--- config.mk ---
export PLATFORM = sky130hd
export DESIGN_NAME = qcb_jacobi
export DESIGN_NICKNAME = d
export VERILOG_FILES = /design/src/qcb_pkg.sv /design/src/qcb_jacobi.sv
export SDC_FILE = /design/constraint.sdc
export NUM_CORES = 1
export LEC_CHECK = 0
export ABC_AREA = 1
export BUFFER_PORTS_ARGS = -buffer_cell sky130_fd_sc_hd__clkbuf_2
export CAP_MARGIN = 20
export CORE_MARGIN = 2
export CORE_UTILIZATION = 40
export CTS_BUF_LIST = sky130_fd_sc_hd__clkbuf_2
export DETAILED_ROUTE_END_ITERATION = 12
export PLACE_DENSITY = 0.64
export SETUP_SLACK_MARGIN = 0.3
export SLEW_MARGIN = 20
export SYNTH_ARGS = -nofsm -noshare
export SYNTH_HDL_FRONTEND = slang
export SYNTH_SLANG_ARGS = --single-unit
--- constraint.sdc ---
create_clock -name clk -period 5.6 [get_ports clk]
set_input_delay 0.56 -clock clk [delete_from_list [all_inputs] [get_ports clk]]
set_output_delay 0.56 -clock clk [all_outputs]
set_load 0.1 [all_outputs]
--- src/qcb_pkg.sv ---
// ----------------------------------------------------------------------------
// qcb_pkg
// Shared constants and types of the quadratic character bits unit.
// ----------------------------------------------------------------------------
package qcb_pkg;

	localparam int MAX_PRIMES = 32;
	localparam int IDX_W      = $clog2(MAX_PRIMES);
	localparam int CNT_W      = 6;
	localparam int Q_W        = 32;
	localparam int LIMB_W     = 64;
	localparam int NB_W       = 7;

	// input word fields: entry, prime, n_residue, limb
	localparam int TD_IN_W    = 136;

	typedef enum logic [3:0] {
		S_IDLE,
		S_RD,
		S_FOLD,
		S_FOLDW,
		S_MUL,
		S_SQ,
		S_SQW,
		S_NR,
		S_NRW,
		S_JAC,
		S_JACW,
		S_NEXT,
		S_DONE
	} state_t;

	typedef struct packed {
		logic              go;
		logic [Q_W-1:0]    init;
		logic [LIMB_W-1:0] dividend;
		logic [NB_W-1:0]   nbits;
		logic [Q_W-1:0]    q;
	} mod_req_t;

	typedef struct packed {
		logic           done;
		logic           busy;
		logic [Q_W-1:0] rem;
	} mod_rsp_t;

	typedef struct packed {
		logic           go;
		logic [Q_W-1:0] a;
		logic [Q_W-1:0] n;
	} jac_req_t;

	typedef struct packed {
		logic done;
		logic minus;
	} jac_rsp_t;

endpackage

--- src/qcb_jacobi.sv ---
// ----------------------------------------------------------------------------
// qcb_jacobi
// Binary Jacobi symbol unit, one shift, swap or subtract per cycle.
// ----------------------------------------------------------------------------
module qcb_jacobi (
	input  logic              clk,
	input  logic              arst_n,
	input  qcb_pkg::jac_req_t req,
	output qcb_pkg::jac_rsp_t rsp
);
	import qcb_pkg::*;

	logic [Q_W-1:0] a_q;
	logic [Q_W-1:0] n_q;
	logic           neg_q;
	logic           busy_q;
	logic           done_q;
	logic           minus_q;

	always_ff @(posedge clk or negedge arst_n) begin
		if (!arst_n) begin
			busy_q  <= 1'b0;
			done_q  <= 1'b0;
			minus_q <= 1'b0;
		end else begin
			done_q <= 1'b0;
			if (req.go) begin
				busy_q <= 1'b1;
			end else if (busy_q && a_q == '0) begin
				busy_q  <= 1'b0;
				done_q  <= 1'b1;
				minus_q <= neg_q && (n_q == Q_W'(1));
			end
		end
	end

	always_ff @(posedge clk) begin
		if (req.go) begin
			a_q   <= req.a;
			n_q   <= req.n;
			neg_q <= 1'b0;
		end else if (busy_q && a_q != '0) begin
			if (!a_q[0]) begin
				// factor of two: sign flips when n is 3 or 5 mod 8
				a_q <= a_q >> 1;
				if (n_q[2:0] == 3'd3 || n_q[2:0] == 3'd5) begin
					neg_q <= !neg_q;
				end
			end else if (a_q < n_q) begin
				// reciprocity
				a_q <= n_q;
				n_q <= a_q;
				if (a_q[1:0] == 2'd3 && n_q[1:0] == 2'd3) begin
					neg_q <= !neg_q;
				end
			end else begin
				a_q <= a_q - n_q;
			end
		end
	end

	assign rsp = '{done: done_q, minus: minus_q};

	a_go_idle: assert property (@(posedge clk) disable iff (!arst_n)
		req.go |-> !busy_q) else $error("jacobi unit started while busy");
	a_n_odd: assert property (@(posedge clk) disable iff (!arst_n)
		busy_q |-> n_q[0]) else $error("jacobi modulus went even");
	a_done_end: assert property (@(posedge clk) disable iff (!arst_n)
		done_q |-> $past(busy_q)) else $error("done without a run");

endmodule

# Yosys cells after proc, flatten, opt, wreduce, memory -nomap -nowiden
# Cells that the tools add are included.
# Widths: inputs -> output; s select.
# word_totals
in_bits,67
register_bits,68
output_inout_bits,2
# op_classes
n_mux,16
n_eq_ne,7
reduce_logical,16
n_lt_le_gt_ge,1
bitwise,1
add_sub_neg,1
# op_table
operator,count
$mux 32,8
$eq 32x1->1 const B,1
$logic_not 32->1,1
$lt 32x32->1,1
$reduce_bool 32->1,1
$sub 32x32->32,1
$reduce_bool 2->1,5
$mux 1,8
$eq 2x2->1 const B,2
$logic_and 1x1->1,4
$ne 2x1->1 const B,2
$reduce_and 4->1,1
$eq 3x2->1 const B,1
$eq 3x3->1 const B,1
$reduce_and 3->1,1
$reduce_and 2->1,1
$logic_not 1->1,1
$logic_or 1x1->1,1
$not 1->1,1

# Depth between registers and ports, before layout
# depth
word_depth,5
depth_mapped,19
mapped_depth_nobuf,17

# Worst setup path before layout
# Ideal clock, no wire load.
# synth_path
kind,reg-to-reg
startpoint,register a_q[0]
endpoint,"register n_q[0], enable pin"
period_less_slack_ns,4.937
setup_ns,0.466
required_ns,5.134
path_stages_with_launch,16
setup_slack_ns,0.663
n_path_buf,2
arrival_time_ns,4.471
cell_sequence,edfxtp_1 -> inv_1 -> clkbuf_1 -> ha_1 -> fa_1 -> inv_1 -> nand2_1 -> nand2_1 -> nand3_1 -> nand2_1 -> nand2_1 -> nand2_4 -> nand2_8 -> nand3_4 -> buf_2 -> o21ai_0
# synth_between
elab_chain_cells,4
elab_cells_between_ends,7
# synth_lines
element,line_no,rtl
start: declaration,qcb_jacobi.sv:13,logic [Q_W-1:0] a_q;
start signal: assignment,qcb_jacobi.sv:39,a_q <= req.a;
start signal: assignment,qcb_jacobi.sv:45,a_q <= a_q >> 1;
start signal: assignment,qcb_jacobi.sv:51,a_q <= n_q;
"parallel branches: the longest is 3 deep, another holds $lt 32x32->1",n/a,
$reduce_and 3->1 (no source line) *,n/a,
end signal: assignment,qcb_jacobi.sv:40,n_q <= req.n;
end signal: assignment,qcb_jacobi.sv:52,n_q <= a_q;
end: declaration,qcb_jacobi.sv:14,logic [Q_W-1:0] n_q;
# Mark *: on every way between the ends.
# A chain may end at the register's enable or synchronous reset.

# Worst setup path in the final report
# layout_path
startpoint,register a_q[0]
endpoint,"register n_q[7], enable pin"
# The elaborated chain is that of the path after synthesis.

==> metrics <==
startpoint types flop; Layout fillers 1732; Final period util 0.562; setup violators final 0; DP HPWL 15800 µm; fmax 318 MHz; Tmin final ~3100 ps; initial drt markers between 600 and 700; Buffers on Ports 68; DRC errors left 0; leakage 3.95 nW; Warnings, synthesis 0; mapped cell area 6500 µm²; vias 6446; flops & latches, synth 68; vias in the first global route 5996; gpl congestion 0.898; Root Driver clkbuf_2; number of vias per cell 4.91; layout cells sized above 1 0.111; first-pass GRT wire length ~32000 µm; CP Capture Type flop; Max FO, Critical Path 31; initial antenna violation count 1; worst skew pair latency 550 ps; Clock Tree Buf Depth 2; TritonCTS clock tree done; TritonRoute pass-1 iters 8; worst clock skew about 48 ps; Avg WL per Cell about 15 µm; Area Growth Syn to Fin 10.2%; Total Neg Setup Slack 0 ps; HP Class primary input to flop; Inst Count DP 1294; layout net count 1190; total track usage 0.230; Die Wd 131 µm; syn avg cell area 6.31 µm²; CTS Buf Count 9; Setup CP Type flop to flop; Slew Limit Headroom 0.426; post-synthesis sequential area ratio 0.310; Final Max Slew Viols 0; Mapped Cells 1030; post-route insts no fill 1312; CTS clk-pin slew, worst paths 210 ps; Power per Cell Area around 600 nW/µm²; Rows 46; post-route ant nets 0; Routed WL around 20000 µm; Data arrival, critical path 3340 ps; Die Ht ~130 µm; io pins 69; unrepaired setup endpoints after global routing no; Clock Sinks 68; largest net degree at the start of global routing 94; H-tree depth 3; Worst Tran Pin Value 861 ps; outcome finished clean; Initial Util 0.409; Final Hold Vio Count 0; Worst VDD drop 0.000212 V; Max-cap violations 0; total die area 17300 µm²; Synth cell types 38; synthesized net count 1130; core area about 16000 µm²; Worst EP required 5790 ps; Overflow after GRT 0
## flip-flops by register name, summed over array words and instances (netlist names)
register,cells
a_q,32
busy_q,1
minus_q,1
n_q,32
done_q,1
neg_q,1
## placed cells by master (no fill, tap or decap), types with 2 or more instances in the layout
master,n
nand2_1,339
inv_1,213
nor2_1,103
clkbuf_2,78
edfxtp_1,64
nand3_1,51
a21oi_1,47
o21ai_0,36
nand4_1,34
ha_1,32
or2_2,17
nand3b_1,16
nor3_1,7
xor2_1,7
o21ai_1,6
buf_4,6
inv_2,3
nor4_1,3
dfrtp_1,3
and2_1,2
nand2_4,2
nand2_2,2
nand2_8,2
a21o_1,2
xnor2_1,2
## worst paths after layout
kind | from | end | slack, ps | depth (start not counted)
hold / removal | req[0] | n_q[0]$_SDFFCE_PN1P_ | 270 | 2
max in group asynchronous | arst_n | minus_q$_DFFE_PN0P_ | 5140 | 2
min in group asynchronous | arst_n | busy_q$_DFFE_PN0P_ | 320 | 2
setup / recovery | a_q[0]$_DFFE_PP_ | n_q[7]$_DFFE_PP_ | 2460 | 15
setup reg to reg | a_q[0]$_DFFE_PP_ | n_q[7]$_DFFE_PP_ | 2460 | 15
hold reg to reg | neg_q$_SDFFE_PP0P_ | neg_q$_SDFFE_PP0P_ | 540 | 2
## logic make-up after synthesis
family | share of synthesized area
AO/OA/AOI/OAI | 0.0764
XOR/XNOR | 0.0121
adder cells (fa/ha/maj) | 0.0647
buffers and inverters | 0.144
flip-flops | 0.310
AND/OR/NAND/NOR | 0.392
## what timing repair did
item | 4_1_cts | 5_1_grt
hold buffers | 1 | 0
resized for setup | 0 | 0
endpoints found under the hold margin | 3 | 0
buffers inserted | 0 | 0
setup endpoints to repair | 0 | 0
## Yosys cell counts (all sizes together)
| library cell | n | area share |
|---|---|---|
| nor3 | 8 | 0.0079 |
| nand3 | 52 | 0.042 |
| nor2 | 104 | 0.060 |
| o21ai | 43 | 0.033 |
| edfxtp | 64 | 0.30 |
| xor2 | 7 | 0.0094 |
| nor4 | 3 | 0.0029 |
| nand3b | 16 | 0.018 |
| o211ai | 1 | 0.0012 |
| a21o | 2 | 0.0023 |
| clkbuf | 16 | 0.0092 |
| buf | 10 | 0.010 |
| nand4 | 34 | 0.033 |
| dfxtp | 1 | 0.0031 |
| dfrtp | 3 | 0.012 |
| o21a | 1 | 0.0012 |
| and2 | 3 | 0.0033 |
| a21oi | 48 | 0.039 |
| ha | 32 | 0.062 |
| inv | 216 | 0.12 |
| or2 | 18 | 0.017 |
| fa | 1 | 0.0031 |
| xnor2 | 2 | 0.0027 |
| nand2 | 345 | 0.21 |
## metal layers
| layer | share of wire | global-route usage | up-vias |
|---|---|---|---|
| li1 | - | - | 3339 |
| met4 | 0.019 | 0.0628 | 0 |
| met2 | 0.42 | 0.337 | 278 |
| met1 | 0.48 | 0.352 | 2804 |
| met3 | 0.089 | 0.0316 | 25 |
| met5 | 0 | 0 | - |
## critical path, cell delays in order (launching register included)
cell	delay (ps)
edfxtp_1	400
buf_4	250
inv_1	120
ha_1	190
fa_1	220
inv_1	80
nand2_1	60
nand2_1	80
nand3_1	70
nand2_1	90
nand2_1	130
nand2_4	80
nand2_8	120
nand3_4	170
o21ai_2	290
buf_4	420
## where the power goes
group	internal (mW)	total, mW	switching [mW]
clock	0.105	0.298	0.193
sequential	0.817	0.980	0.163
combinational	0.967	3.02	2.06
total	1.89	4.30	2.41
## stage by stage
| stage | hold WS (ps) | setup slack [ps] | util | instance area, µm² | power, mW |
|---|---|---|---|---|---|
| floorplan | 264 | 663 | - | 6500 | 3.16 |
| global placement | 361 | 2600 | 0.443 | 7030 | 3.92 |
| detailed placement | 367 | 2530 | 0.443 | 7030 | 3.93 |
| CTS | 239 | 2510 | 0.451 | 7160 | 4.25 |
| global route | 225 | 2210 | 0.451 | 7160 | 4.75 |
| finish | 267 | 2460 | 0.451 | 7160 | 4.30 |
## cell type report
| type | instances | area [µm²] | share of cell area |
|---|---|---|---|
| flip-flops and latches | 68 | 2020 | 0.282 |
| well taps | 216 | 270 | 0.0377 |
| diodes | 1 | 2.50 | 0.000350 |
| multi-input cells | 720 | 3550 | 0.496 |
| inverters | 216 | 811 | 0.113 |
| clock buffers | 10 | 50.0 | 0.00699 |
| repair buffers | 75 | 395 | 0.0552 |
| clock inverters | 6 | 63.8 | 0.00891 |
Note: power is estimated with default switching activity, not from simulation.
