`config.mk`:
```
export PLATFORM = sky130hd
export DESIGN_NAME = qcb_ram
export DESIGN_NICKNAME = d
export VERILOG_FILES = /design/src/qcb_ram.sv
export SDC_FILE = /design/constraint.sdc
export NUM_CORES = 1
export LEC_CHECK = 0
export BUFFER_PORTS_ARGS = -buffer_cell sky130_fd_sc_hd__buf_2
export CORE_MARGIN = 2
export CORE_UTILIZATION = 45
export CTS_CLUSTER_SIZE = 25
export DETAILED_ROUTE_END_ITERATION = 12
export REMOVE_ABC_BUFFERS = 1
export SYNTH_ARGS = -nofsm -noshare
export SYNTH_HDL_FRONTEND = slang
export SYNTH_SLANG_ARGS = --single-unit
```
`constraint.sdc`:
```
create_clock -name clk -period 4.5 [get_ports clk]
set_input_delay 0.225 -clock clk [delete_from_list [all_inputs] [get_ports clk]]
set_output_delay 0.225 -clock clk [all_outputs]
set_load 0.01 [all_outputs]
```
`src/qcb_ram.sv`:
```
// ----------------------------------------------------------------------------
// qcb_ram
// Generic single write, single read RAM with registered read data.
// ----------------------------------------------------------------------------
module qcb_ram #(
	parameter int WIDTH = 32,
	parameter int DEPTH = 32
) (
	input  logic                     clk,
	input  logic                     we,
	input  logic [$clog2(DEPTH)-1:0] waddr,
	input  logic [WIDTH-1:0]         wdata,
	input  logic [$clog2(DEPTH)-1:0] raddr,
	output logic [WIDTH-1:0]         rdata
);

	logic [WIDTH-1:0] mem [DEPTH];

	always_ff @(posedge clk) begin
		if (we) begin
			mem[waddr] <= wdata;
		end
		rdata <= mem[raddr];
	end

endmodule

```
# After elaboration in Yosys (flattened, before gate mapping)

Memory sizes are Yosys's and may differ from the RTL's. A register that Yosys moved wholly into a read port is not among the register bits.
Index checks and enable logic that the tools add are counted.

$add $sub $neg: 0
Multipliers: 0
Div/mod/pow operators: 0
$lt $le $gt $ge: 0
Equality and inequality tests: 0
Shift-type cells: 0
Muxes and demuxes: 2
Bitwise logic cells: 0
Reductions and logical operators: 0

Operators with widths:

| operator         | number |
|---|---|
| 2-to-1 mux 1 bit | 2 |

Flip-flop bits (word level): 0
Bits in latches: 0
Memory bits (writable): 1024
Bits in read-only memories: 0
Input port bits: 44
Output and inout port bits: 32
Word-level logic and storage cells: 3
Memories: 1

Memories:

| memory | depth | width | rd ports | clocked after memory_dff | wr ports | RTL line | source |
|---|---|---|---|---|---|---|---|
| mem    | 32    | 32    | 1        | 1                        | 1        | 17       | `logic [WIDTH-1:0] mem [DEPTH];` |

# Longest topological paths before layout

Gate-level depths: netlist (run 1).

Word-level depth: 2
Gate-level depth with buffers: 8
Mapped depth without buffers: 5

# Least setup slack after synthesis (run 1)

Ideal clock, no wire load.

Path kind: input -> register
From: input port waddr[1]
To: memory mem[12][0], enable pin
Setup time: 421 ps
Arrival time: 2238 ps
Data required time: 4079 ps
Setup slack: 1841 ps
Stages: 3
Buffers on the path: 1
Cell sequence: or3b_2 -> clkbuf_1 -> nor2_1

RTL lines:

| what        | RTL line | source |
|---|---|---|
| from (decl) | 11       | `input logic [$clog2(DEPTH)-1:0] waddr,` |
| to (decl)   | 17       |  |

Straight into the memory's write port.

# Worst setup path in the final report (run 1)

From: input port waddr[1]
To: memory mem[21][6], enable pin

Straight into the memory's write port.

==> qor.yml, run 1 <==
logic_synthesis:
  synth_top_family_by_area: "multiplexers"
  synth-xor-area-share_pct: 0
  synth_cell_types: 25
  synth-adder-area-share_pct: 0
  synth_cells: 2260
  yosys.area_share.simple_pct: 3.10
  synth_area_um2: 40500
  syn_avg_cell_area_um2: 17.9
  synth_mux_area_share_pct: 12.7
  ys_seq_area_share_pct: 77.5
  synth_compound_area_share_pct: 4.85
  synth-warning-count: 0
  ys_ff_latch: 1056
timing:
  relSlewSlack_pct: 7.50
  final.setup_skew_ns: 0.0231
  worst_slack_ns: 2.30
  tns_ns: 0
  timing.fmax_mhz: 455
  worst_pin_slew_ns: 1.38
  drv_slew: 0
  rsz0062_at_grt: "no"
  min_period_ns: 2.20
  finalSetupViolCount: 0
  timing.final.crit_share_pct: 48.8
  hold_viol: 0
setup_path:
  criticalPathCategory: "primary input to flip-flop"
  max_stage_delay_ns: 1.33
  crit_required_ns: 4.76
  worstPathMaxFanout: 32
  path_cells: "buf_2 > nand3b_1 > nor2_4"
  r2r_cells: 5
  r2r_setup_slack_ns: 2.76
  crit_path_end_kind: "flip-flop"
  cpMaxStageDelayCell: "nor2_4"
  cp_data_arrival_time_ns: 2.45
  worstSetupStartpointType: "primary input"
clocking:
  cts_made_buffers: 105
  clock-root-buffer: "clkbuf_16"
  cts_resized: 0
  clock-sinks: 1056
  tritoncts: "built"
  path_clk_slew_ns: 0.07
  h-tree-depth: 3
  hold_buffers: 0
  clock_latency_ns: 0.67
  clk_path_buf_depth: 3
  cts_setup_buffers: 0
flow_run:
  maxCapViolCount: 0
die:
  dieArea_um2: 92400
  start_util_pct: 45.2
  num_rows: 110
  die_x_um: 304
  die_y_um: 304
  core_um2: 89600
  pin_count: 76
pwr:
  vdd_drop_max_mv: 0.304
  power.leakage_uw: 0.0159
  power_density_nw_per_um2: 457
worst_hold_path:
  hp-class: "primary input to flip-flop"
  holdPathStages: 1
route:
  drt_wl_total_um: 97300
  dr.pass1.iters: 6
  drt_iter0_drc: 2217
  post_drt_wl_per_cell_um: 26.7
  num_vias: 21000
  ant_nets: 0
  drc: 0
  viasPerCell: 5.76
place:
  gp_congestion: 0.810
  port_buffers: 75
  dp_worst_setup_slack_ns: 1.64
  dp_hpwl_um: 55700
global_routing:
  grt_max_degree: 119
  grt_pass1_vias: 21300
  grt_pass1_wl_um: 143000
  antenna_found_initial: 8
  globalRouteOverflowTotal: 0
  grt.total_usage_pct: 20.9
run_status:
  status: "finished clean"
layout:
  layout-drive-gt1-share_pct: 13.6
  syn2layout_area_growth_pct: 13.4
  fillers: 7153
  fin_nets: 2412
## sequential cells by signal (all words and copies together) (netlist names)
name and count:
mem 1024, rdata 32
## kinds of logic (layout without fill, tap and decap cells)
kind of cell / after synthesis / count (layout)
AOI/OAI and AO/OA: 288 / 288
buffers and inverters: 127 / 326
DFF: 1056 / 1056
muxes: 512 / 512
other: 0 / 4
and+or+nand+nor: 277 / 277
## metrics by stage
step	util (%)	instance area [um^2]	total power, uW	hold slack (ns)	std cells
after floorplan	-	39700	11600	0.324	2133
final	51.2	45900	21000	0.0817	3639
after global placement	47.2	42300	12200	0.583	3437
after CTS	51.2	45900	21100	0.0512	3635
after detailed placement	47.2	42300	12300	0.599	3437
after global routing	51.2	45900	21600	0.0832	3635
## metal layers
| layer | share of wire, % | track usage (%) |
|---|---|---|
| met2 | 46 | 32.9 |
| met3 | 7.3 | 3.23 |
| met1 | 45 | 30.8 |
| met4 | 1.6 | 4.65 |
| met5 | 0.0082 | 0 |
## cells in the mapped netlist, drive strengths merged
| cell type | number | share of area (%) |
|---|---|---|
| clkbuf | 48 | 0.46 |
| nor3 | 32 | 0.40 |
| mux2i | 512 | 13 |
| nor2 | 34 | 0.32 |
| a22oi | 96 | 1.8 |
| buf | 79 | 1.4 |
| nand2 | 98 | 0.91 |
| a31oi | 32 | 0.49 |
| dfxtp | 32 | 1.6 |
| and2 | 1 | 0.015 |
| nand2b | 2 | 0.031 |
| or3 | 1 | 0.015 |
| nand3 | 98 | 1.2 |
| a21oi | 96 | 1.2 |
| nand3b | 5 | 0.093 |
| edfxtp | 1024 | 76 |
| or3b | 3 | 0.065 |
| or2 | 1 | 0.015 |
| and2b | 1 | 0.019 |
| nor2b | 1 | 0.015 |
| a22o | 64 | 1.4 |
## worst max-delay path, delay by kind of cell
| family | cells | cell delay, ns |
|---|---|---|
| buf+inv | 1 | 0.14 |
| simple gates | 2 | 2.05 |
## layout make-up
class	instances	area, um^2	area share [%]
Clock buffer	134	2850	6.21
Sequential cell	1056	31400	68.4
Tap cell	1176	1470	3.21
Timing Repair Buffer	128	858	1.87
Clock inverter	64	712	1.55
Multi-Input combinational cell	1077	8610	18.8
Antenna cell	4	10.0	0.0218
## cell usage in the layout, fill, tap and decap left out
cell	instances
a21oi_1	96
a22o_1	64
a22oi_1	96
a31oi_1	32
and2_4	1
and2b_4	1
buf_12	6
buf_2	74
buf_4	47
buf_8	1
bufinv_16	14
clkbuf_1	20
clkbuf_16	107
clkbuf_8	7
clkinv_1	15
clkinv_2	23
clkinv_4	1
clkinvlp_4	6
dfxtp_1	32
diode_2	4
edfxtp_1	1024
inv_16	2
inv_6	3
mux2i_1	512
nand2_1	97
nand2_2	1
nand2b_2	2
nand3_1	98
nand3b_1	5
nor2_1	1
nor2_4	33
nor2b_4	1
nor3_1	32
or2_2	1
or3_1	1
or3b_2	3
## worst paths after layout
kind                     endpoint                  start
max          mem[21][6]$_DFFE_PP_               waddr[1]
min          mem[9][15]$_DFFE_PP_              wdata[15]
max reg2reg     rdata[25]$_DFF_P_   mem[2][25]$_DFFE_PP_
min reg2reg     rdata[23]$_DFF_P_  mem[27][23]$_DFFE_PP_
## where the power goes
part | switching, uW | total (uW) | internal [uW]
sequential | 53.1 | 11000 | 10900
combinational | 725 | 1050 | 328
clock | 3660 | 8950 | 5290
total | 4440 | 21000 | 16600
(Power assumes the default switching activity.)
==> inputs of run 2 (changes only) <==
clock period = 2 ns   (was 4.5 ns; I/O delays follow)
==> run 2 against run 1 <==
- critical endpoint is now rdata[8]$_DFF_P_
- via count is 2.4% higher
- power up 120%
- clock-buffer cell count is 4 higher
- die area unchanged
- critical path type unchanged
- clock skew increased by 0.0085 ns
- critical path depth rose by 6
- clock power rose by 110%
- final area rose by 3.7%
- sequential power up 120%
- non-clock buffer count rose by 136
- setup slack worse by 2.1 ns
- largest power group unchanged
- routed wire length is 2.1% higher
==> qor.yml, run 2 (synthesized netlist as in run 1, its figures left out) <==
run_status:
  status: "finished clean"
setup_path:
  worstPathMaxFanout: 29
  crit_required_ns: 2.55
  r2r_setup_slack_ns: 0.46
  cp-endpoint: "rdata[8]$_DFF_P_"
  startpoint: "raddr[0]"
  r2r_cells: 6
  reg2reg_to: "rdata[2]$_DFF_P_"
  crit_path_end_kind: "flip-flop"
  cp_data_arrival_time_ns: 2.33
  rr_startpoint: "mem[1][2]$_DFFE_PP_"
  criticalPathCategory: "primary input to flip-flop"
  worstSetupStartpointType: "primary input"
layout:
  antenna_cells: 0
  final_common_cell: "edfxtp_1"
  layout-drive-gt1-share_pct: 16.6
  top_regs: "mem (1024), rdata (32)"
  instances_no_fill: 3766
  syn2layout_area_growth_pct: 17.6
  largest_register_ffs: 1024
  final_cell_mix: "edfxtp_1 (1024), mux2i_1 (512), clkbuf_16 (104), nand3_1 (98), nand2_1 (97)"
  fin_nets: 2545
  regMostFlops: "mem"
route:
  drt_iter0_drc: 2107
  dr.max_layer_used: "met4"
  post_drt_wl_per_cell_um: 26.4
  wl_met3_um: 6900
  num_vias: 21500
  viasPerCell: 5.70
  met2_length_um: 46200
  drc: 0
  m1WireLength_um: 44500
  dr.pass1.iters: 5
  drt_wl_total_um: 99300
  ant_nets: 0
clocking:
  clk_path_buf_depth: 3
  cts_made_buffers: 102
  path_clk_slew_ns: 0.07
  clock_latency_ns: 0.69
  tritoncts: "built"
  clock-sinks: 1056
  h-tree-depth: 3
  cts_resized: 0
  clock-root-buffer: "clkbuf_16"
die:
  die_x_um: 304
  start_util_pct: 45.2
  die_y_um: 304
  pin_count: 76
  num_rows: 110
  dieArea_um2: 92400
  core_um2: 89600
pwr:
  power.internal_uw: 36300
  power_density_nw_per_um2: 970
  power.leakage_uw: 0.0167
  switchingPower_uw: 9910
  p_seq_share_pct: 53.5
  clockPowerShare_pct: 41.0
  sw_frac_of_total_pct: 21.5
  pwr-share-comb_pct: 5.5
  vdd_drop_max_mv: 0.686
place:
  gp_congestion: 0.769
  dp_worst_setup_slack_ns: 0.180
  port_buffers: 75
  dp_hpwl_um: 56100
  dp.cells: 3540
timing:
  relSlewSlack_pct: 59.0
  timing.final.crit_share_pct: 89.1
  final.setup_skew_ns: 0.0316
  hold_viol: 0
  timing.fmax_mhz: 561
  worst_slack_ns: 0.217
  worst_pin_slew_ns: 0.615
  min_period_ns: 1.78
  rsz0062_at_grt: "no"
  drv_slew: 0
  finalSetupViolCount: 0
worst_hold_path:
  hp-class: "primary input to flip-flop"
global_routing:
  grt_pass1_vias: 21500
  grt.total_usage_pct: 21.5
  globalRouteOverflowTotal: 0
  grt_max_degree: 62
  grt_pass1_wl_um: 146000
  antenna_found_initial: 2
flow_run:
  maxCapViolCount: 0
run 2: cell types whose count changed in the layout (fill, tap and decap cells not counted), moves of 4 or more:
cell,change
buf_12,+68
buf_4,+35
dlygate4sd3_1,+33
bufinv_16,-8
clkbuf_1,+6
diode_2,-4
run 2: final cells by class:
type,count,area (um^2)
Clock inverter,55,504
Sequential cell,1056,31400
Timing Repair Buffer,264,2810
Tap cell,1176,1470
Clock buffer,138,2810
Multi-Input combinational cell,1077,8610
Fill cell,6922,42000
run 2: power groups by stage:
stage / clock network (uW) / registers, uW / logic (uW)
finish: 18900 / 24700 / 2550
global route: 20100 / 24700 / 2730
CTS: 19200 / 24700 / 2560
detailed placement: 0 / 25200 / 2500
global placement: 0 / 25200 / 2460
floorplan: 0 / 25200 / 990
run 2: critical path, cell delays in order:
cell and delay (ns):
dlygate4sd3_1 0.57, buf_8 0.22, buf_12 0.24, buf_12 0.25, buf_4 0.33, mux2i_1 0.24, a22oi_1 0.11, nand3_1 0.12
nand3_1 0.08
run 2: metrics by stage:
step / util (%) / setup TNS, ns / cell area, um^2 / hold slack (ns) / power (uW)
6_report: 53.1 / 0 / 47600 / 0.0969 / 46200
5_1_grt: 53.1 / 0 / 47600 / 0.0995 / 47500
4_1_cts: 53.1 / 0 / 47600 / 0.0519 / 46500
3_5_place_dp: 49.1 / 0 / 44000 / 0.500 / 27700
3_3_place_gp: 49.1 / 0 / 44000 / 0.502 / 27600
2_1_floorplan: - / -407.25 / 39700 / 0.199 / 26200
run 2: timing repair:
item                       CTS  global route
buffers inserted             0             0
hold buffers                33             0
hold endpoints to repair  1025             0
run 2: metal layers:
metal  vias to the layer above  global-route usage, %
li1                       9481                      -
met2                       748                   33.4
met5                         -                      0
met3                       119                   3.65
met4                         0                   5.39
met1                     11100                   31.6
run 2: how the worst min path moves through the flow:
stage	startpoint	to	depth (start not counted)
2_1_floorplan	wdata[0]	mem[0][0]$_DFFE_PP_	0
3_3_place_gp	rdata[2]$_DFF_P_	rdata[2]	1
3_5_place_dp	rdata[1]$_DFF_P_	rdata[1]	1
4_1_cts	waddr[4]	mem[24][20]$_DFFE_PP_	4
5_1_grt	waddr[3]	mem[24][20]$_DFFE_PP_	4
6_report	waddr[4]	mem[24][20]$_DFFE_PP_	4
