File: src/qcb_pkg.sv
// ----------------------------------------------------------------------------
// qcb_pkg
// Shared constants and types of the quadratic character bits unit.
// ----------------------------------------------------------------------------
package qcb_pkg;

	localparam int MAX_PRIMES = 32;
	localparam int IDX_W      = $clog2(MAX_PRIMES);
	localparam int CNT_W      = 6;
	localparam int Q_W        = 32;
	localparam int LIMB_W     = 64;
	localparam int NB_W       = 7;

	// input word fields: entry, prime, n_residue, limb
	localparam int TD_IN_W    = 136;

	typedef enum logic [3:0] {
		S_IDLE,
		S_RD,
		S_FOLD,
		S_FOLDW,
		S_MUL,
		S_SQ,
		S_SQW,
		S_NR,
		S_NRW,
		S_JAC,
		S_JACW,
		S_NEXT,
		S_DONE
	} state_t;

	typedef struct packed {
		logic              go;
		logic [Q_W-1:0]    init;
		logic [LIMB_W-1:0] dividend;
		logic [NB_W-1:0]   nbits;
		logic [Q_W-1:0]    q;
	} mod_req_t;

	typedef struct packed {
		logic           done;
		logic           busy;
		logic [Q_W-1:0] rem;
	} mod_rsp_t;

	typedef struct packed {
		logic           go;
		logic [Q_W-1:0] a;
		logic [Q_W-1:0] n;
	} jac_req_t;

	typedef struct packed {
		logic done;
		logic minus;
	} jac_rsp_t;

endpackage

File: src/qcb_mod.sv
// ----------------------------------------------------------------------------
// qcb_mod
// Bit-serial remainder unit: shifts dividend bits into a running remainder.
// ----------------------------------------------------------------------------
module qcb_mod (
	input  logic              clk,
	input  logic              arst_n,
	input  qcb_pkg::mod_req_t req,
	output qcb_pkg::mod_rsp_t rsp
);
	import qcb_pkg::*;

	logic [Q_W-1:0]    rem_q;
	logic [Q_W-1:0]    q_q;
	logic [LIMB_W-1:0] div_q;
	logic [NB_W-1:0]   cnt_q;
	logic              busy_q;
	logic              done_q;
	logic [Q_W:0]      t;
	logic [Q_W:0]      td;

	always_comb begin
		t  = {rem_q, div_q[LIMB_W-1]};
		td = (t >= {1'b0, q_q}) ? (t - {1'b0, q_q}) : t;
	end

	always_ff @(posedge clk or negedge arst_n) begin
		if (!arst_n) begin
			busy_q <= 1'b0;
			done_q <= 1'b0;
			cnt_q  <= '0;
		end else begin
			done_q <= 1'b0;
			if (req.go) begin
				busy_q <= 1'b1;
				cnt_q  <= req.nbits;
			end else if (busy_q) begin
				cnt_q <= cnt_q - NB_W'(1);
				if (cnt_q == NB_W'(1)) begin
					busy_q <= 1'b0;
					done_q <= 1'b1;
				end
			end
		end
	end

	always_ff @(posedge clk) begin
		if (req.go) begin
			rem_q <= req.init;
			div_q <= req.dividend;
			q_q   <= req.q;
		end else if (busy_q) begin
			rem_q <= td[Q_W-1:0];
			div_q <= {div_q[LIMB_W-2:0], 1'b0};
		end
	end

	assign rsp = '{done: done_q, busy: busy_q, rem: rem_q};

	a_go_idle: assert property (@(posedge clk) disable iff (!arst_n)
		req.go |-> !busy_q) else $error("remainder unit started while busy");
	a_done_end: assert property (@(posedge clk) disable iff (!arst_n)
		done_q |-> $past(busy_q) && !busy_q) else $error("done without a run");
	a_nbits: assert property (@(posedge clk) disable iff (!arst_n)
		req.go |-> req.nbits != '0) else $error("empty remainder run");

endmodule

File: config.mk
export PLATFORM = sky130hd
export DESIGN_NAME = qcb_mod
export DESIGN_NICKNAME = d
export VERILOG_FILES = /design/src/qcb_pkg.sv /design/src/qcb_mod.sv
export SDC_FILE = /design/constraint.sdc
export NUM_CORES = 1
export LEC_CHECK = 0
export BUFFER_PORTS_ARGS = -buffer_cell sky130_fd_sc_hd__buf_4
export CAP_MARGIN = 20
export CORE_MARGIN = 2
export CORE_UTILIZATION = 50
export CTS_CLUSTER_DIAMETER = 30
export DETAILED_ROUTE_END_ITERATION = 8
export PLACE_DENSITY = 0.8
export SLEW_MARGIN = 20
export SYNTH_ARGS = -nofsm -noshare
export SYNTH_HDL_FRONTEND = slang
export SYNTH_SLANG_ARGS = --single-unit
File: constraint.sdc
create_clock -name clk -period 3.6 [get_ports clk]
set_clock_uncertainty 0.05 [all_clocks]
set_input_delay 0.18 -clock clk [delete_from_list [all_inputs] [get_ports clk]]
set_output_delay 0.18 -clock clk [all_outputs]
set_load 0.01 [all_outputs]
; Yosys cells after proc, flatten, opt, wreduce, memory -nomap -nowiden
; Index checks and enable logic that the tools add are counted.
[word_totals]
ff_bits = 137
wordCells = 24
in_bits = 138
output_inout_bits = 34
[op_classes]
reduce_logical = 1
magnitude_cmp = 1
eq_ne = 1
addsub = 2
muxes = 13
[op_table]
columns = op, n
row1 = $mux W64, 2
row2 = $mux W32, 3
row3 = $ge A33 B32 Y1, 1
row4 = $sub A32 B32 Y32, 1
row5 = $mux W7, 2
row6 = $eq A7 B1 Y1 const B, 1
row7 = $sub A7 B1 Y7 const B, 1
row8 = $mux W1, 6
row9 = $reduce_bool A2 Y1, 1

; Depth between registers and ports, before layout
; Gate-level depths: netlist of the first run.
[depth]
word_depth = 4
depth_mapped = 13
mapped_depth_nobuf = 12

; Least setup slack after synthesis of the first run
; OpenSTA, ideal clock, no wires.
[synth_timing]
path_type = input to register
start = input port req[135] (netlist bit)
end = register div_q[0] (enable)
t_arrival_ps = 2917
required_ps = 3100
stages = 5
setup_time_ps = 450
path_buffers = 3
setup_slack_ps = 183
cell_sequence = clkbuf_1 > clkbuf_1 > buf_1 > nor2_1 > inv_1
[synth_via]
elab_chain_len = 1
[synth_lines]
columns = element, line
row1 = "start, declared", qcb_mod.sv:8  ; input qcb_pkg::mod_req_t req,
row2 = $reduce_bool A2 Y1 (no source line), --
row3 = "end signal, assigned", qcb_mod.sv:50  ; div_q <= req.dividend;
row4 = "end signal, assigned", qcb_mod.sv:54  ; div_q <= {div_q[LIMB_W-2:0], 1'b0};
row5 = "end, declared", qcb_mod.sv:15  ; logic [LIMB_W-1:0] div_q;
; Every way passes these cells.
; A chain may end at the register's enable or synchronous reset.

; Final worst setup path of the first run
[layout_timing]
start = register rem_q[19]
end = register rem_q[20], data pin
[layout_via]
elab_chain_len = 4
elab_cells_between_ends = 5
[layout_lines]
columns = element, line
row1 = "start, declared", qcb_mod.sv:13  ; logic [Q_W-1:0] rem_q;
row2 = "start signal, assigned", qcb_mod.sv:49  ; rem_q <= req.init;
row3 = "start signal, assigned", qcb_mod.sv:53  ; rem_q <= td[Q_W-1:0];
row4 = $sub A32 B32 Y32 or $ge A33 B32 Y1 (tied branches), qcb_mod.sv:24  ; td = (t >= {1'b0, q_q}) ? (t - {1'b0, q_q}) : t;
row5 = $mux W32 *, qcb_mod.sv:24
row6 = $mux W32 *, qcb_mod.sv:52  ; end else if (busy_q) begin
row7 = $mux W32 *, qcb_mod.sv:48  ; if (req.go) begin
; Every way passes the cells marked *; elsewhere a longest branch is shown, timed or not. The select of a mux whose other input is x is not followed.

==> results of run 1 <==
==> routing by layer <==
layer | track usage, % | wire length (um) | vias to the layer above
met5 | 0 | 0 | -
li1 | - | - | 2913
met3 | 8.806 | 1461 | 26
met2 | 40.20 | 9459 | 189
met4 | 6.399 | 291 | 0
met1 | 28.51 | 7961 | 2797
==> stage by stage <==
stage	area [um2]	utilization, %	total power [mW]
floorplan	7700	-	4.615
global placement	9140	60.35	5.493
detailed placement	9140	60.35	5.543
CTS	10340	68.25	7.419
global route	10380	68.52	7.876
finish	10380	68.52	7.418
==> kinds of logic after synthesis <==
family	after synthesis	share of synthesized area [%]
multiplexers	70	10.17
flip-flops	137	52.84
XOR/XNOR	28	3.185
AND/OR/NAND/NOR	172	11.15
buffers and inverters	69	3.916
AO/OA/AOI/OAI	143	12.95
adder cells (fa/ha/maj)	35	5.785
==> state kept, by name (all words and copies together) (netlist names) <==
signal / cells
busy_q: 1
cnt_q: 7
div_q: 64
done_q: 1
q_q: 32
rem_q: 32
==> report_power, final <==
group	switching (mW)	leakage, nW	internal (mW)
sequential	0.226	1.43	2.15
clock	0.763	0.291	1.05
combinational	1.73	2.68	1.50
total	2.72	4.41	4.70
==> cell usage in the layout (no fill, tap or decap), types with 9 or more instances in the layout <==
master	count
mux2_2	66
dfrtp_1	9
a21oi_1	29
nand3_1	12
edfxtp_1	128
nor2_1	35
nand2_1	58
xnor2_1	20
ha_1	34
o21ai_0	23
inv_1	37
clkbuf_16	17
nor3_1	16
and3_1	9
dlygate4sd3_1	63
a21o_1	18
a31oi_1	19
buf_4	181
o21a_1	13
==> area by class of cell <==
cell class	instances	share of cell area [%]
clock buffers	17	4.099
clock inverters	15	1.748
inverters	39	1.423
multi-input cells	448	32.08
flip-flops and latches	137	39.21
well taps	188	2.267
repair buffers	244	19.17
==> timing repair <==
| item | CTS | global route |
|---|---|---|
| hold buffers | 59 | 4 |
| buffers inserted | 0 | 0 |
| endpoints found under the setup margin | 0 | 0 |
| hold endpoints to repair | 67 | 4 |
==> critical path, stage by stage, from the launching register on <==
cell	delay (ns)
edfxtp_1	0.45
ha_1	0.46
a21oi_2	0.12
a21o_1	0.19
a21oi_1	0.29
a21oi_4	0.11
a211oi_4	0.40
or2_1	0.54
a21oi_1	0.12
mux2_2	0.28
==> path summary, 6_finish.rpt <==
kind                            cells after the start   endpoint  slack [ns]       from
worst max register to register                      9  rem_q[20]        0.34  rem_q[19]
max in group asynchronous                           2   cnt_q[1]        3.31     arst_n
min in group asynchronous                           2   cnt_q[0]        0.06     arst_n
worst max-delay path                                9  rem_q[20]        0.34  rem_q[19]
worst min-delay path                                2  div_q[13]       0.008    req[52]
worst min register to register                      1  div_q[41]        0.50  div_q[40]
==> impl_metrics.yaml, run 1 <==
status:
  outcome: "finished clean"
global_routing:
  antenna_found_initial: 0
  grt_pass1_vias: 6094
  grt_pass1_wl_mm: 30.39
  grt_start_max_net_pins: 73
  grt_util_all_layers_pct: 23.69
  overflow: 0
routing:
  wire_per_inst_um: 17.62
  route.detailed.vias_per_inst: 5.446
  route.vias.total: 5925
  firstDrtPassIters: 5
  route.detailed.drc: 0
  routed_wl_mm: 19.17
  first_iter_violations: 427
  drtAntennaViolNets: 0
logic_synthesis:
  yosysUniqueCellTypes: 64
  netlist.area_leader.share_pct: 49.92
  yosysSeqAreaShare_pct: 52.84
  synth_edf_count: 128
  synthCells: 654
  synthesis.nets: 827
  ys.flop_type: "edfxtp_1"
  syn_area_um2: 7700
  yosysWarningCount: 0
  avgSynthCellArea_um2: 11.77
  ys_top_cells_by_count: "128 x edfxtp_1, 66 x mux2_2, 58 x nand2_1"
  synth-seq-cells: 137
  synth_top_cell_by_area: "edfxtp_1"
  synth.most_common_cell: "edfxtp_1"
  synthArstFlopShare_pct: 6.569
  netlist_top_cells_area: "edfxtp_1 50%, mux2_2 9.7%, ha_1 5.5%"
placement:
  post-dp-hpwl_mm: 12.76
  io_buffers: 171
  dp.cells: 993
  gp_congestion: 0.9234
  dp_slack_ns: 0.3744
cts:
  cts_sinks: 137
  htreeDepth: 4
  clkSlewWorstSetupHoldPaths_ns: 0.07
  cts_buffers: 17
  clk-insertion-delay-late_ns: 0.43
  cts.path.max_buffers: 2
  ctsResizeCount: 0
  cts_tree: "built"
  cts-root-buf: "clkbuf_16"
setup_path:
  crit_type: "reg2reg"
  end_kind: "flop"
  cp.required_ns: 3.72
  cp-start-kind: "flop"
  cp.arrival_ns: 3.38
  crit_path_max_fanout: 13
sta:
  setup_slack_ns: 0.3439
  max_freq_ghz: 0.3071
  rsz0062_at_grt: "no"
  hold_viol: 0
  period_needed_ns: 3.256
  worst_pin_slew_ns: 0.7975
  slew_viol_final: 0
  fin_crit_sh_pct: 90.45
  relSlewSlack_pct: 46.83
  whs_ns: 0.007689
  setup_viol: 0
  setup_tns_ns: 0
power:
  p_per_area_nw_per_um2: 714.8
  vdd_drop_max_mv: 0.4222
  power_leakage_nw: 4.408
cells_and_area:
  multi_input_area_um2: 3329
  regArea_um2: 4069
  fin_nets: 1060
  final_cells: 1088
  syn2layout_area_growth_pct: 34.77
  drive_above_1_share_pct: 32.89
  antenna_cells: 0
  fillers: 1106
floorplan:
  core_area_um2: 15150
  chipWidth_um: 128.1
  dieArea_um2: 16410
  start_util_pct: 50.84
  ioPinCount: 172
  dieHeight_um: 128.1
  row_count: 45
worst_hold_path:
  holdCritPathClass: "in2reg"
job:
  maxCapViolCount: 0
(Power assumes the default switching activity.)
==> inputs of run 2 (changes only) <==
==> constraint.sdc (replaced) <==
create_clock -name clk -period 3.6 [get_ports clk]
set_clock_uncertainty 0.05 [all_clocks]
set_input_delay 0.72 -clock clk [delete_from_list [all_inputs] [get_ports clk]]
set_output_delay 0.72 -clock clk [all_outputs]
set_load 0.01 [all_outputs]
==> impl_metrics.yaml, run 2 (same netlist as run 1, synthesis figures left out) <==
routing:
  firstDrtPassIters: 5
  first_iter_violations: 328
  wire_per_inst_um: 17.52
  route.detailed.vias_per_inst: 5.520
  route.vias.total: 5652
  routed_wl_mm: 17.94
  route.detailed.drc: 0
  drtAntennaViolNets: 0
floorplan:
  chipWidth_um: 128.1
  start_util_pct: 50.84
  core_area_um2: 15150
  dieArea_um2: 16410
  dieHeight_um: 128.1
  row_count: 45
  ioPinCount: 172
sta:
  fin_crit_sh_pct: 90.99
  slew_viol_final: 0
  setup_viol: 0
  worst_pin_slew_ns: 0.6552
  rsz0062_at_grt: "no"
  hold_viol: 0
  period_needed_ns: 3.276
  whs_ns: 0.05271
  setup_tns_ns: 0
  relSlewSlack_pct: 56.32
  max_freq_ghz: 0.3053
setup_path:
  r2r_start: "rem_q[19]"
  critPathMaxStageDelay_ns: 0.46
  crit_buf_inv: 0
  cp.arrival_ns: 3.40
  reg2regPathDepth: 9
  critPathTopFamily: "simple AND/OR/NAND/NOR gates"
  cp-start-kind: "flop"
  rr_endpoint: "rem_q[28]"
  cp_slowest_cell: "nor2_4"
  crit_type: "reg2reg"
  ff2ff_setup_slack_ns: 0.32
  cp.required_ns: 3.73
  end_kind: "flop"
  crit_path_max_fanout: 20
  path_cells: "ha_1 -> a21oi_2 -> nand2_1 -> or3b_4 -> a21oi_4 -> a211oi_4 -> nor2_4 -> nor2_1 -> a221o_1"
placement:
  io_buffers: 171
  post-dp-hpwl_mm: 12.76
  gp_congestion: 0.8616
power:
  power_leakage_nw: 4.137
  finalPower_mw: 7.269
  p_per_area_nw_per_um2: 746.6
  vdd_drop_max_mv: 0.4475
cts:
  post_cts_buffers: 0
  cts-root-buf: "clkbuf_16"
  ctsResizeCount: 0
  cts.path.max_buffers: 2
  cts_buffers: 17
  htreeDepth: 4
  cts_hold_buf: 0
  cts_sinks: 137
  clk-insertion-delay-late_ns: 0.43
  clkSlewWorstSetupHoldPaths_ns: 0.06
  cts_tree: "built"
cells_and_area:
  syn2layout_area_growth_pct: 26.45
  final_common_cell: "buf_4"
  fin_nets: 996
  drive_above_1_share_pct: 35.05
  mostFrequentLayoutCells: "178 x buf_4, 128 x edfxtp_1, 66 x mux2_2, 58 x nand2_1, 37 x inv_1"
  largest_reg_flops: 64
  antenna_cells: 0
  regMostFlops: "div_q"
  reg_top3: "div_q: 64 flops, q_q: 32 flops, rem_q: 32 flops"
status:
  outcome: "finished clean"
global_routing:
  grt_pass1_vias: 5619
  grt_pass1_wl_mm: 28.23
  overflow: 0
  grt_start_max_net_pins: 97
  antenna_found_initial: 0
  grt_util_all_layers_pct: 22.34
worst_hold_path:
  holdCritPathClass: "in2async"
job:
  maxCapViolCount: 0
==> run 2: stage by stage <==
| stage | instances | cell area, um2 | setup slack (ns) | utilization, % |
|---|---|---|---|---|
| floorplan | 654 | 7704 | 0.2185 | - |
| global placement | 992 | 9160 | 0.4613 | 60.48 |
| detailed placement | 992 | 9160 | 0.3718 | 60.48 |
| CTS | 1024 | 9737 | 0.3475 | 64.29 |
| global route | 1024 | 9737 | 0.1945 | 64.29 |
| finish | 1024 | 9737 | 0.3244 | 64.29 |
==> run 2: power breakdown <==
| part | internal [mW] | total (mW) | switching (mW) |
|---|---|---|---|
| sequential | 2.15 | 2.37 | 0.220 |
| clock | 1.03 | 1.73 | 0.707 |
| combinational | 1.45 | 3.17 | 1.72 |
==> run 2: how the worst max path moves through the flow <==
stage          startpoint         to  slack, ns  cells past startpoint
2_1_floorplan    req[135]   div_q[0]       0.22                      5
3_3_place_gp    rem_q[19]  rem_q[11]       0.46                     10
3_5_place_dp    rem_q[19]  rem_q[28]       0.37                      9
4_1_cts         rem_q[19]  rem_q[28]       0.35                      9
5_1_grt         rem_q[11]  rem_q[15]       0.19                     10
6_report        rem_q[19]  rem_q[28]       0.32                      9
==> run 2: worst reg2reg max path: stages (launching register included) <==
cell      delay [ns]
edfxtp_1        0.45
ha_1            0.44
a21oi_2         0.24
nand2_1         0.09
or3b_4          0.42
a21oi_4         0.17
a211oi_4        0.11
nor2_4          0.46
nor2_1          0.24
a221o_1         0.36
==> run 2: cell type report <==
class                           count  area [um2]
Clock inverter                     13       143.9
Sequential cell                   137        4069
Fill cell                        1204        5409
Timing Repair Buffer              180        1376
Clock buffer                       19       432.9
Tap cell                          188       235.2
Inverter                           39       150.1
Multi-Input combinational cell    448        3329
==> run 2: layer usage <==
metal | vias up | routed length (um) | global-route usage, %
met5 | - | 0 | 0
li1 | 2781 | - | -
met2 | 189 | 8422 | 35.70
met1 | 2664 | 7565 | 27.84
met3 | 18 | 1700 | 9.432
met4 | 0 | 252 | 6.529
==> inputs of run 3 (changes only) <==
==> constraint.sdc (replaced) <==
create_clock -name clk -period 3.5 [get_ports clk]
set_clock_uncertainty 0.05 [all_clocks]
set_input_delay 0.7 -clock clk [delete_from_list [all_inputs] [get_ports clk]]
set_output_delay 0.7 -clock clk [all_outputs]
set_load 0.01 [all_outputs]
==> impl_metrics.yaml, run 3 (same netlist as run 1, synthesis figures left out) <==
floorplan:
  start_util_pct: 50.84
  dieArea_um2: 16410
  dieHeight_um: 128.1
  chipWidth_um: 128.1
  ioPinCount: 172
  row_count: 45
  core_area_um2: 15150
sta:
  setup_viol: 0
  setup_tns_ns: 0
  hold_viol: 0
  fin_crit_sh_pct: 90.37
  period_needed_ns: 3.163
  worst_pin_slew_ns: 0.9173
  rsz0062_at_grt: "no"
  max_freq_ghz: 0.3162
  slew_viol_final: 0
  relSlewSlack_pct: 38.84
setup_path:
  cp.arrival_ns: 3.28
  cp-start-kind: "flop"
  cp.required_ns: 3.62
  crit_type: "reg2reg"
  end_kind: "flop"
  crit_path_max_fanout: 12
cells_and_area:
  final_common_cell: "buf_4"
  largest_reg_flops: 64
  fin_nets: 998
  syn2layout_area_growth_pct: 26.80
  regMostFlops: "div_q"
  final_area_um2: 9763
  reg_top3: "div_q: 64 flops, q_q: 32 flops, rem_q: 32 flops"
  drive_above_1_share_pct: 35.56
  mostFrequentLayoutCells: "182 x buf_4, 128 x edfxtp_1, 66 x mux2_2, 58 x nand2_1, 37 x inv_1"
  antenna_cells: 0
global_routing:
  overflow: 0
  grt_start_max_net_pins: 75
  grt_pass1_vias: 5677
  grt_pass1_wl_mm: 28.12
  grt_util_all_layers_pct: 22.13
  antenna_found_initial: 0
job:
  maxCapViolCount: 0
power:
  power_frac_clock_pct: 24.6
  power_switching_mw: 2.729
  p_per_area_nw_per_um2: 776.9
  seq_power_share_pct: 32.2
  switching_share_pct: 35.98
  internal_power_mw: 4.856
  p_comb_share_pct: 43.2
  vdd_drop_max_mv: 0.4094
  power_leakage_nw: 4.157
cts:
  cts.path.max_buffers: 2
  cts_buffers: 17
  clk-insertion-delay-late_ns: 0.42
  htreeDepth: 4
  clkSlewWorstSetupHoldPaths_ns: 0.06
  cts_sinks: 137
  cts_tree: "built"
  post_cts_buffers: 0
  cts_hold_buf: 0
  cts-root-buf: "clkbuf_16"
routing:
  wire_per_inst_um: 17.22
  routed_wl_mm: 17.67
  drtAntennaViolNets: 0
  first_iter_violations: 368
  route.detailed.vias_per_inst: 5.510
  route.detailed.drc: 0
  firstDrtPassIters: 5
  route.vias.total: 5653
placement:
  gp_congestion: 0.9187
  post-dp-hpwl_mm: 12.59
  io_buffers: 171
  placed_area_um2: 9150
status:
  outcome: "finished clean"
worst_hold_path:
  holdCritPathClass: "in2async"
run 3: cell count changes in the layout (fill, tap and decap cells not counted), sizes merged:
cell	change
buf	+2
bufinv	+1
clkbuf	-2
clkinvlp	-1
inv	+2
run 3: path summary, 6_finish.rpt:
check	end	slack, ns	cells after the start	start
max in group asynchronous	cnt_q[4]	3.23	1	arst_n
min in group clk	q_q[4]	0.40	1	req[4]
max reg2reg	rem_q[0]	0.34	10	rem_q[0]
min reg2reg	div_q[16]	0.50	1	div_q[15]
max	rem_q[0]	0.34	10	rem_q[0]
min	cnt_q[0]	0.04	1	arst_n
run 3: metrics by stage:
stage	cells	utilization, %	power [mW]	setup WS, ns	hold slack, ns
floorplan	654	-	4.746	0.1385	0.3544
global placement	994	60.41	5.677	0.2760	0.4773
detailed placement	994	60.41	5.718	0.2131	0.4814
CTS	1026	64.46	7.604	0.2080	0.03018
global route	1026	64.46	8.058	0.1074	0.03056
finish	1026	64.46	7.585	0.3370	0.03923
run 3: area by class of cell:
| cell class | instances | area [um2] |
|---|---|---|
| Inverter | 39 | 150.1 |
| Timing Repair Buffer | 182 | 1366 |
| Fill cell | 1206 | 5383 |
| Multi-Input combinational cell | 448 | 3329 |
| Sequential cell | 137 | 4069 |
| Tap cell | 188 | 235.2 |
| Clock buffer | 17 | 425.4 |
| Clock inverter | 15 | 187.7 |
run 3: worst max-delay path, stage by stage, from the launching register on:
cell	delay (ns)
edfxtp_1	0.50
ha_1	0.35
nor2b_1	0.15
o2111ai_1	0.40
a31oi_4	0.14
o21ai_2	0.26
a211oi_4	0.14
nor2_4	0.31
buf_4	0.25
mux2i_1	0.09
mux2_2	0.26
run 3: repair_timing:
item / 4_1_cts / 5_1_grt
hold endpoints to repair: 0 / 0
endpoints found under the setup margin: 0 / 4
gates resized for setup: 0 / 1
run 3: power by group through the flow:
stage / Sequential (mW) / Clock (mW) / Combinational, mW
global placement: 2.47 / 0 / 3.21
detailed placement: 2.48 / 0 / 3.24
global route: 2.49 / 1.97 / 3.59
CTS: 2.45 / 1.89 / 3.26
finish: 2.45 / 1.86 / 3.27
floorplan: 2.49 / 0 / 2.26
run 3: metal layers:
layer	up-vias	routed length [um]	GRT usage, %
met5	-	0	0
met4	0	202	5.430
met3	24	1698	9.725
met2	186	8295	36.24
met1	2663	7472	27.02
li1	2780	-	-
